===== src/hw/rtl/sm3_pkg.sv =====
`timescale 1ns / 1ps

package sm3_pkg;

  localparam int WordWidth = 32;
  localparam int BlockWords = 16;
  localparam int Rounds = 64;
  localparam int DigestWords = 8;
  localparam int CountWidth = 61;
  localparam int FifoDepthDefault = 4;

  localparam logic [31:0] TLow = 32'h79CC4519;
  localparam logic [31:0] THigh = 32'h7A879D8A;
  localparam logic [7:0] PadMark = 8'h80;

  typedef struct packed {
    logic [31:0] message_word;
    logic        final_word;
    logic [2:0]  valid_bytes;
  } in_word_t;

  typedef struct packed {
    logic [31:0] digest_word;
    logic [2:0]  digest_index;
    logic        digest_last;
  } out_word_t;

  // Block handed from the front part to the compression engine.
  typedef struct packed {
    logic [BlockWords*32-1:0] block;
    logic                     last;
  } blk_job_t;

  typedef enum logic [1:0] {
    ENG_IDLE,
    ENG_EXPAND,
    ENG_ROUND,
    ENG_EMIT
  } eng_state_t;

  typedef enum logic [1:0] {
    FR_GATHER,
    FR_PAD2
  } front_state_t;

  function automatic logic [31:0] init_value(input logic [2:0] i);
    logic [31:0] v;
    unique case (i)
      3'd0: v = 32'h7380166F;
      3'd1: v = 32'h4914B2B9;
      3'd2: v = 32'h172442D7;
      3'd3: v = 32'hDA8A0600;
      3'd4: v = 32'hA96F30BC;
      3'd5: v = 32'h163138AA;
      3'd6: v = 32'hE38DEE4D;
      default: v = 32'hB0FB0E4E;
    endcase
    return v;
  endfunction

  function automatic logic [31:0] rotl(input logic [31:0] x, input logic [4:0] n);
    logic [63:0] d;
    d = {x, x} << n;
    return d[63:32];
  endfunction

  function automatic logic [31:0] perm0(input logic [31:0] x);
    return x ^ rotl(x, 5'd9) ^ rotl(x, 5'd17);
  endfunction

  function automatic logic [31:0] perm1(input logic [31:0] x);
    return x ^ rotl(x, 5'd15) ^ rotl(x, 5'd23);
  endfunction

endpackage


===== src/hw/rtl/sm3_fifo.sv =====
`timescale 1ns / 1ps

module sm3_fifo #(
  parameter int Depth = sm3_pkg::FifoDepthDefault
) (
  input  logic              clk,
  input  logic              rst,
  input  sm3_pkg::blk_job_t wr_data,
  input  logic              wr_valid,
  output logic              wr_ready,
  output sm3_pkg::blk_job_t rd_data,
  output logic              rd_valid,
  input  logic              rd_ready
);
  import sm3_pkg::*;

  localparam int AW = (Depth > 1) ? $clog2(Depth) : 1;

  blk_job_t mem [Depth];
  logic [AW-1:0] wr_ptr, rd_ptr;
  logic [AW:0]   count;
  logic          do_wr, do_rd;

  assign wr_ready = (count != (AW+1)'(Depth));
  assign rd_valid = (count != '0);
  assign do_wr = wr_valid && wr_ready;
  assign do_rd = rd_valid && rd_ready;
  assign rd_data = mem[rd_ptr];

  // Pointers wrap at the depth.
  always_ff @(posedge clk) begin
    if (rst) begin
      wr_ptr <= '0;
      rd_ptr <= '0;
      count <= '0;
    end else begin
      if (do_wr) wr_ptr <= (wr_ptr == AW'(Depth-1)) ? '0 : wr_ptr + 1'b1;
      if (do_rd) rd_ptr <= (rd_ptr == AW'(Depth-1)) ? '0 : rd_ptr + 1'b1;
      count <= count + (AW+1)'(do_wr) - (AW+1)'(do_rd);
    end
  end

  always_ff @(posedge clk) begin
    if (do_wr) mem[wr_ptr] <= wr_data;
  end

endmodule


===== config.mk =====
export PLATFORM = sky130hd
export DESIGN_NAME = sm3_fifo
export DESIGN_NICKNAME = d
export VERILOG_FILES = /design/src/hw/rtl/sm3_pkg.sv /design/src/hw/rtl/sm3_fifo.sv
export SDC_FILE = /design/constraint.sdc
export NUM_CORES = 1
export LEC_CHECK = 0
export BUFFER_PORTS_ARGS = -buffer_cell sky130_fd_sc_hd__buf_4
export CORE_ASPECT_RATIO = 1.5
export CORE_UTILIZATION = 40
export CTS_BUF_LIST = sky130_fd_sc_hd__clkbuf_2 sky130_fd_sc_hd__clkbuf_4 sky130_fd_sc_hd__clkbuf_8
export DETAILED_ROUTE_END_ITERATION = 8
export GPL_TIMING_DRIVEN = 0
export PLACE_DENSITY = 0.58
export SKIP_CTS_REPAIR_TIMING = 1
export SLEW_MARGIN = 30
export SYNTH_ARGS = -nofsm -noshare
export SYNTH_HDL_FRONTEND = slang
export SYNTH_SLANG_ARGS = --single-unit
export TNS_END_PERCENT = 10

===== constraint.sdc =====
create_clock -name clk -period 15.4 [get_ports clk]
set_input_delay 3.08 -clock clk [delete_from_list [all_inputs] [get_ports clk]]
set_output_delay 3.08 -clock clk [all_outputs]
set_load 0.1 [all_outputs]

==> impl_results.md, run 1 <==
- Max Cap Viol: 0
- DIE AREA: 188000 um2
- First-pass GRT wire length: 261000 um
- Seq/Total Area, Yosys: 0.829
- Clock buffer depth: 4
- Rel. slew slack: 0.386
- Tot GR Track Use: 0.194
- Xor/xnor share of the synthesized area: 0.000118
- GRT Residual Overflow: 0
- Final setup fails: 0
- Routed WL: 186000 um
- CTS root buf: clkbuf_8
- H-tree levels: 5
- Routed vias: 35100
- FF+latch count, synth: 2061
- DRC errors left: 0
- Mux cell area share after synthesis: 0.155
- Top-level port count: 1032
- Crit path capture type: primary output
- Final core utilization: 0.502
- Chip Width: 354 um
- Simple-gate portion of the synthesized area: 0.00136
- Avg Cell Area, Syn: 27.3 um2
- PwrDens: 209 nW/um2
- Crit-path cells: buf_2 -> clkbuf_1 -> buf_2 -> mux4_2 -> buf_4
- DP Worst Slack: 9.50 ns
- GP Congestion: 0.771
- # port buffers: 1030
- Clock-pin slew on the worst setup and hold paths: 0.06 ns
- Library cells used by synthesis: 25
- Antenna-violating nets left: 0
- Worst-path fanout max: 10
- EDFF count, synth: 2052
- CTS buffer count: 317
- Final number of max-transition violations: 0
- Fraction of registers with async set/reset: 0
- Hold Worst Slack: 0.517 ns
- Status: finished clean
- Pin count of the biggest net entering global routing: 40
- Final setup margin: 8.75 ns
- Syn. warnings: 0
- CTS tree: yes
- Antenna violations before repair: 73
- RSZ-0062 raised after global routing: false
- Leak: 31.0 nW
- Finished Layout Cells: 6822
- Main combinational cell family by area after synthesis: multiplexers
- Setup CP Type: flop to primary output
- Drt pass-1 iters: 5
- Synth Instances: 2728
- Synth area leaders: edfxtp_1 83%, mux4_2 16%, buf_6 0.80%
- Worst slew pin tran: 0.921 ns
- Core ar.: 185000 um2
- Syn nets: 3253
- CP max stage cell: clkbuf_1
- Adder-cell area share of the yosys netlist: 0.00144
- # clock sinks: 2061
- Synthesis-to-finish area growth: 24.4%
- Biggest area consumer among synthesized cells: edfxtp_1
- Synth cell count leaders: 2052 x edfxtp_1, 513 x mux4_2, 53 x buf_2, 53 x buf_6, 9 x dfxtp_1
- Pwr Total: 19.4 mW
- Layout cells sized above 1: 0.502
- Final Net Count: 4669
- Most used cell along the critical path: buf_2
- Critical path's largest stage delay: 0.74 ns
- Fin Clk Skew: 0.0561 ns
- Number of global-route vias before repair: 37200
- CP Launch Type: flop
- Placement Rows: 193
- Worst path required time: 12.32 ns
- Area of the mapped netlist: 74500 um2
- Count leader, synth: edfxtp_1
- Crit path DAT: 3.57 ns
- DRT iter0 DRCs: 2497
- Max frequency: 0.150 GHz
- Final hold vios: 0
- Area of the multi-input gates: 11800 um2
- Post-synth top flop: edfxtp_1
- Compound-Gate Fraction of Synth Area: 0.000353
- Placed cells: 6262
- Starting Density: 0.403
- Fillers: 14800
- Vias/cell: 5.14
- Worst-Skew Late Latency: 0.91 ns
- Final min period: 6.65 ns
- Die H: 531 um
- Hpwl dp: 130000 um
- Routed len/inst: 27.3 um
- Sequential cell area: 61800 um2
- Period utilization: 0.431
- Yosys top cell area share: 0.827
- Maximum vdd drop: 0.157 mV
- Hold WC Path Type: flop to flop
[worst max-delay path, delay by kind of cell, from the launching register on]
kind / cells / cell delay [ns]
buffers and inverters: 4 / 1.88
multiplexers: 1 / 0.49
flip-flops: 1 / 0.31
[area by class of cell]
cell class,count,area share
Buffer,116,0.00972
Clock buffer,427,0.0564
Sequential cell,2061,0.667
Tap cell,2437,0.0329
Timing Repair Buffer,1097,0.0997
Clock inverter,105,0.00594
Multi-Input combinational cell,546,0.128
Antenna cell,28,0.000756
Inverter,5,0.000202
[final timing paths]
kind	start	endpoint	slack, ns	depth (start not counted)
max	flop	rd_data[265]	8.75	5
min	rd_ptr[0]	flop	0.52	2
max reg2reg	count[1]	mem[1][306]	12.15	9
min reg2reg	rd_ptr[0]	flop	0.52	2
[state kept, by name, indices dropped and copies added (netlist names), named ones only]
register / cells
mem: 2052
count: 3
rd_ptr: 2
wr_ptr: 2
[cells by family (layout without fill, tap and decap cells)]
| kind of cell | after synthesis | count (layout) |
|---|---|---|
| buffers and inverters | 121 | 1750 |
| muxes | 515 | 515 |
| other | 0 | 28 |
| adders and majority gates | 8 | 8 |
| DFF | 2061 | 2061 |
| and+or+nand+nor | 18 | 18 |
| AOI/OAI and AO/OA | 4 | 4 |
| xor gates and xnor gates | 1 | 1 |
[through the flow]
stage               instance area (um2)  TNS [ns]
floorplan                         74500   -390.91
global placement                  85300         -
detailed placement                86900         0
CTS                               92600         0
global route                      92600         0
finish                            92700         0
[per-layer routing]
metal	track usage	routed length (um)
met1	0.227	68400
met2	0.309	89000
met3	0.104	24000
met4	0.0531	3990
met5	0	506
[layout by cell type, fill, tap and decap left out, types with 7 or more instances in the layout]
cell type	instances
edfxtp_1	2052
buf_4	1030
mux4_2	513
clkbuf_8	323
clkbuf_4	104
clkinv_1	67
buf_6	53
buf_2	53
buf_12	44
diode_2	28
buf_16	23
clkinv_2	17
inv_6	11
dfxtp_1	9
clkbuf_1	7
ha_1	7
[report_power, final]
part / leakage (nW) / internal [mW] / total (mW) / switching (mW)
Sequential: 18.9 / 6.87 / 6.99 / 0.119
Clock: 3.06 / 2.22 / 4.25 / 2.03
Combinational: 9.06 / 1.94 / 8.14 / 6.20
(Power assumes the default switching activity.)
==> inputs of run 2 (changes only) <==
--- a/config.mk
+++ b/config.mk
@@ -5,13 +5,14 @@
 export SDC_FILE = /design/constraint.sdc
 export NUM_CORES = 1
 export LEC_CHECK = 0
+export ABC_AREA = 1
 export BUFFER_PORTS_ARGS = -buffer_cell sky130_fd_sc_hd__buf_4
 export CORE_ASPECT_RATIO = 1.5
 export CORE_UTILIZATION = 40
 export CTS_BUF_LIST = sky130_fd_sc_hd__clkbuf_2 sky130_fd_sc_hd__clkbuf_4 sky130_fd_sc_hd__clkbuf_8
 export DETAILED_ROUTE_END_ITERATION = 8
 export GPL_TIMING_DRIVEN = 0
-export PLACE_DENSITY = 0.58
+export PLACE_DENSITY = 0.56
 export SKIP_CTS_REPAIR_TIMING = 1
 export SLEW_MARGIN = 30
 export SYNTH_ARGS = -nofsm -noshare
==> constraint.sdc (replaced) <==
create_clock -name clk -period 6.7 [get_ports clk]
set_input_delay 1.34 -clock clk [delete_from_list [all_inputs] [get_ports clk]]
set_output_delay 1.34 -clock clk [all_outputs]
set_load 0.1 [all_outputs]
==> run 2 against run 1 <==
Compared with the run above: via count rose by 42%; register-to-register slack got worse by 8.9 ns; global-route usage rose by 5.3 points; clock skew is 0.018 ns lower; clock-buffer cell count is 6 lower; synthesized cell count rose by 84%; non-clock buffer count up 298; routed wire length rose by 34%; design area increased by 6.6%; sequential share of layout area decreased by 4.1 points.
==> impl_results.md, run 2 <==
- Status: finished clean (unchanged)
- CP Launch Type: flop (unchanged)
- # clock sinks: 2061 (unchanged)
- First-pass GRT wire length: 350000 um (was 261000 um)
- Hpwl dp: 179000 um (was 130000 um)
- DP Worst Slack: 1.96 ns (was 9.50 ns)
- Crit-path cells: buf_2 -> inv_2 -> buf_2 -> clkbuf_1 -> o21ai_0 -> o22ai_1 -> buf_4 (was buf_2 -> clkbuf_1 -> buf_2 -> mux4_2 -> buf_4)
- Top-level port count: 1032 (unchanged)
- CTS tree: yes (unchanged)
- Worst path required time: 5.36 ns (was 12.32 ns)
- Final setup fails: 0 (unchanged)
- CTS root buf: clkbuf_8 (unchanged)
- Chip Width: 362 um (was 354 um)
- Max Cap Viol: 0 (unchanged)
- Buffers & Inverters on Critical Path: 5 (was 4)
- Vias/cell: 5.31 (was 5.14)
- Syn. warnings: 0 (unchanged)
- Core ar.: 194000 um2 (was 185000 um2)
- Antenna-violating nets left: 0 (unchanged)
- Fraction of registers with async set/reset: 0 (unchanged)
- Critical path's largest stage delay: 0.62 ns (was 0.74 ns)
- Final number of max-transition violations: 0 (unchanged)
- Final setup margin: 1.14 ns (was 8.75 ns)
- Fin Clk Skew: 0.0378 ns (was 0.0561 ns)
- Placement Rows: 198 (was 193)
- Fin Setup TNS: 0 ns (unchanged)
- CTS buffer count: 314 (was 317)
- Crit path capture type: primary output (unchanged)
- Antenna violations before repair: 82 (was 73)
- FF+latch count, synth: 2061 (unchanged)
- Synthesis-to-finish area growth: 26.8% (was 24.4%)
- Avg Cell Area, Syn: 15.5 um2 (was 27.3 um2)
- Routed WL: 250000 um (was 186000 um)
- Seq/Total Area, Yosys: 0.794 (was 0.829)
- Simple-gate portion of the synthesized area: 0.0575 (was 0.00136)
- H-tree levels: 5 (unchanged)
- Final min period: 5.56 ns
- Die H: 542 um (was 531 um)
- Max reg flops: 2052 (unchanged)
- Number of global-route vias before repair: 49700 (was 37200)
- # port buffers: 1031 (was 1030)
- Tot GR Track Use: 0.247 (was 0.194)
- Main combinational cell family by area after synthesis: compound AO/OA/AOI/OAI gates (was multiplexers)
- Worst-path fanout max: 10 (unchanged)
- Max frequency: 0.180 GHz
- Layout cells sized above 1: 0.324 (was 0.502)
- Area of the mapped netlist: 77900 um2 (was 74500 um2)
- Hold WC Path Type: flop to flop (unchanged)
- Count leader, synth: edfxtp_1 (unchanged)
- Starting Density: 0.402 (was 0.403)
- Post-synth top flop: edfxtp_1 (unchanged)
- Clock buffer depth: 4 (unchanged)
- Syn nets: 5547 (was 3253)
- DRC errors left: 0 (unchanged)
- DRT iter0 DRCs: 3659 (was 2497)
- Period utilization: 0.829
- GRT Residual Overflow: 0 (unchanged)
- Final Net Count: 7034 (was 4669)
- Biggest register: mem (unchanged)
- Library cells used by synthesis: 25 (unchanged)
- Most used cell along the critical path: buf_2 (unchanged)
- Biggest area consumer among synthesized cells: edfxtp_1 (unchanged)
- Setup CP Type: flop to primary output (unchanged)
- Compound-Gate Fraction of Synth Area: 0.123 (was 0.000353)
- Adder-cell area share of the yosys netlist: 0.00138 (was 0.00144)
- Synth cell count leaders: 2052 x edfxtp_1, 1026 x o21ai_0, 843 x nor2_1 (was 2052 x edfxtp_1, 513 x mux4_2, 53 x buf_2, 53 x buf_6, 9 x dfxtp_1)
- Regs by FF count: mem (2052), count (3) (unchanged)
- Routed len/inst: 26.6 um (was 27.3 um)
- Mux cell area share after synthesis: 0 (was 0.155)
- Worst slew pin tran: 0.928 ns (was 0.921 ns)
- Rel. slew slack: 0.382 (was 0.386)
- EDFF count, synth: 2052 (unchanged)
- Routed vias: 49800 (was 35100)
- Final core utilization: 0.510 (was 0.502)
- Xor/xnor share of the synthesized area: 0.000112 (was 0.000118)
- Worst-Skew Late Latency: 0.93 ns (was 0.91 ns)
- GP Congestion: 0.828 (was 0.771)
- Most frequent cells in the layout: 2052 x edfxtp_1, 1038 x buf_4, 1026 x o21ai_0 (was 2052 x edfxtp_1, 1030 x buf_4, 513 x mux4_2)
- Yosys top cell area share: 0.791 (was 0.827)
- Crit path DAT: 4.22 ns (was 3.57 ns)
- Drt pass-1 iters: 5 (unchanged)
- Pin count of the biggest net entering global routing: 20 (was 40)
- DIE AREA: 196000 um2 (was 188000 um2)
- R2r setup slk: 3.25 ns (was 12.15 ns)
- Synth area leaders: edfxtp_1 79%, o21ai_0 6.6%, nor2_1 4.1% (was edfxtp_1 83%, mux4_2 16%, buf_6 0.80%)
- RSZ-0062 raised after global routing: false (unchanged)
- Clock-pin slew on the worst setup and hold paths: 0.07 ns (was 0.06 ns)
- Synth Instances: 5022 (was 2728)
- Final hold vios: 0 (unchanged)
- Commonest non-fill, non-tap cell in the layout: edfxtp_1 (unchanged)
- Fillers: 16500 (was 14800)
- CP max stage cell: o22ai_1 (was clkbuf_1)
- Crit path max-delay family: buffers and inverters (unchanged)
==> run 2: cells by family after synthesis <==
group,after synthesis
AOI/OAI and AO/OA,1541
xor gates and xnor gates,1
adders and majority gates,8
buffers and inverters,354
DFF,2061
and+or+nand+nor,1057
==> run 2: path summary, 6_finish.rpt <==
| path | cells past startpoint | from | end |
|---|---|---|---|
| worst max register to register | 14 | count[1] | mem[2][217] |
| worst max-delay path | 7 | flop | rd_data[118] |
| worst min-delay path | 2 | rd_ptr[0] | flop |
| worst min register to register | 2 | rd_ptr[0] | flop |
==> run 2: stage by stage <==
stage	hold slack [ns]	area (um2)	std cells
global placement	0.503	88900	8653
detailed placement	0.511	92700	8793
global route	0.517	98700	9366
CTS	0.487	98700	9345
floorplan	0.479	77900	5022
finish	0.525	98800	9390
==> run 2: final cells by class <==
type / count / area, um2 / area share
flip-flops and latches: 2061 / 61800 / 0.626
multi-input cells: 2607 / 14300 / 0.144
repair buffers: 1171 / 11600 / 0.117
clock buffers: 421 / 5140 / 0.0521
well taps: 2600 / 3250 / 0.0329
plain buffers: 340 / 1820 / 0.0184
clock inverters: 131 / 785 / 0.00794
diodes: 45 / 113 / 0.00114
inverters: 14 / 57.6 / 0.000583
==> run 2: worst reg2reg max path: stages (launching register included) <==
cell and delay, ns:
dfxtp_1 0.40, nor2_1 0.10, nand2_2 0.17, nand2_8 0.11, nor2_4 0.51, buf_16 0.24, buf_16 0.18, buf_16 0.18
buf_16 0.18, buf_16 0.18, buf_16 0.20, buf_16 0.17, buf_16 0.17, buf_16 0.18, buf_16 0.18
==> run 2: per-layer routing <==
layer / GRT usage / part of all wire / wire length (um) / up-vias
li1: - / - / - / 22200
met1: 0.282 / 0.37 / 91600 / 25100
met2: 0.413 / 0.49 / 122000 / 1964
met3: 0.105 / 0.11 / 27700 / 462
met4: 0.0836 / 0.031 / 7800 / 78
met5: 0 / 0.0020 / 494 / -
Power of run 2 is not shown: default switching activity piles up to over one toggle a cycle in this logic, so the estimate is an artifact.
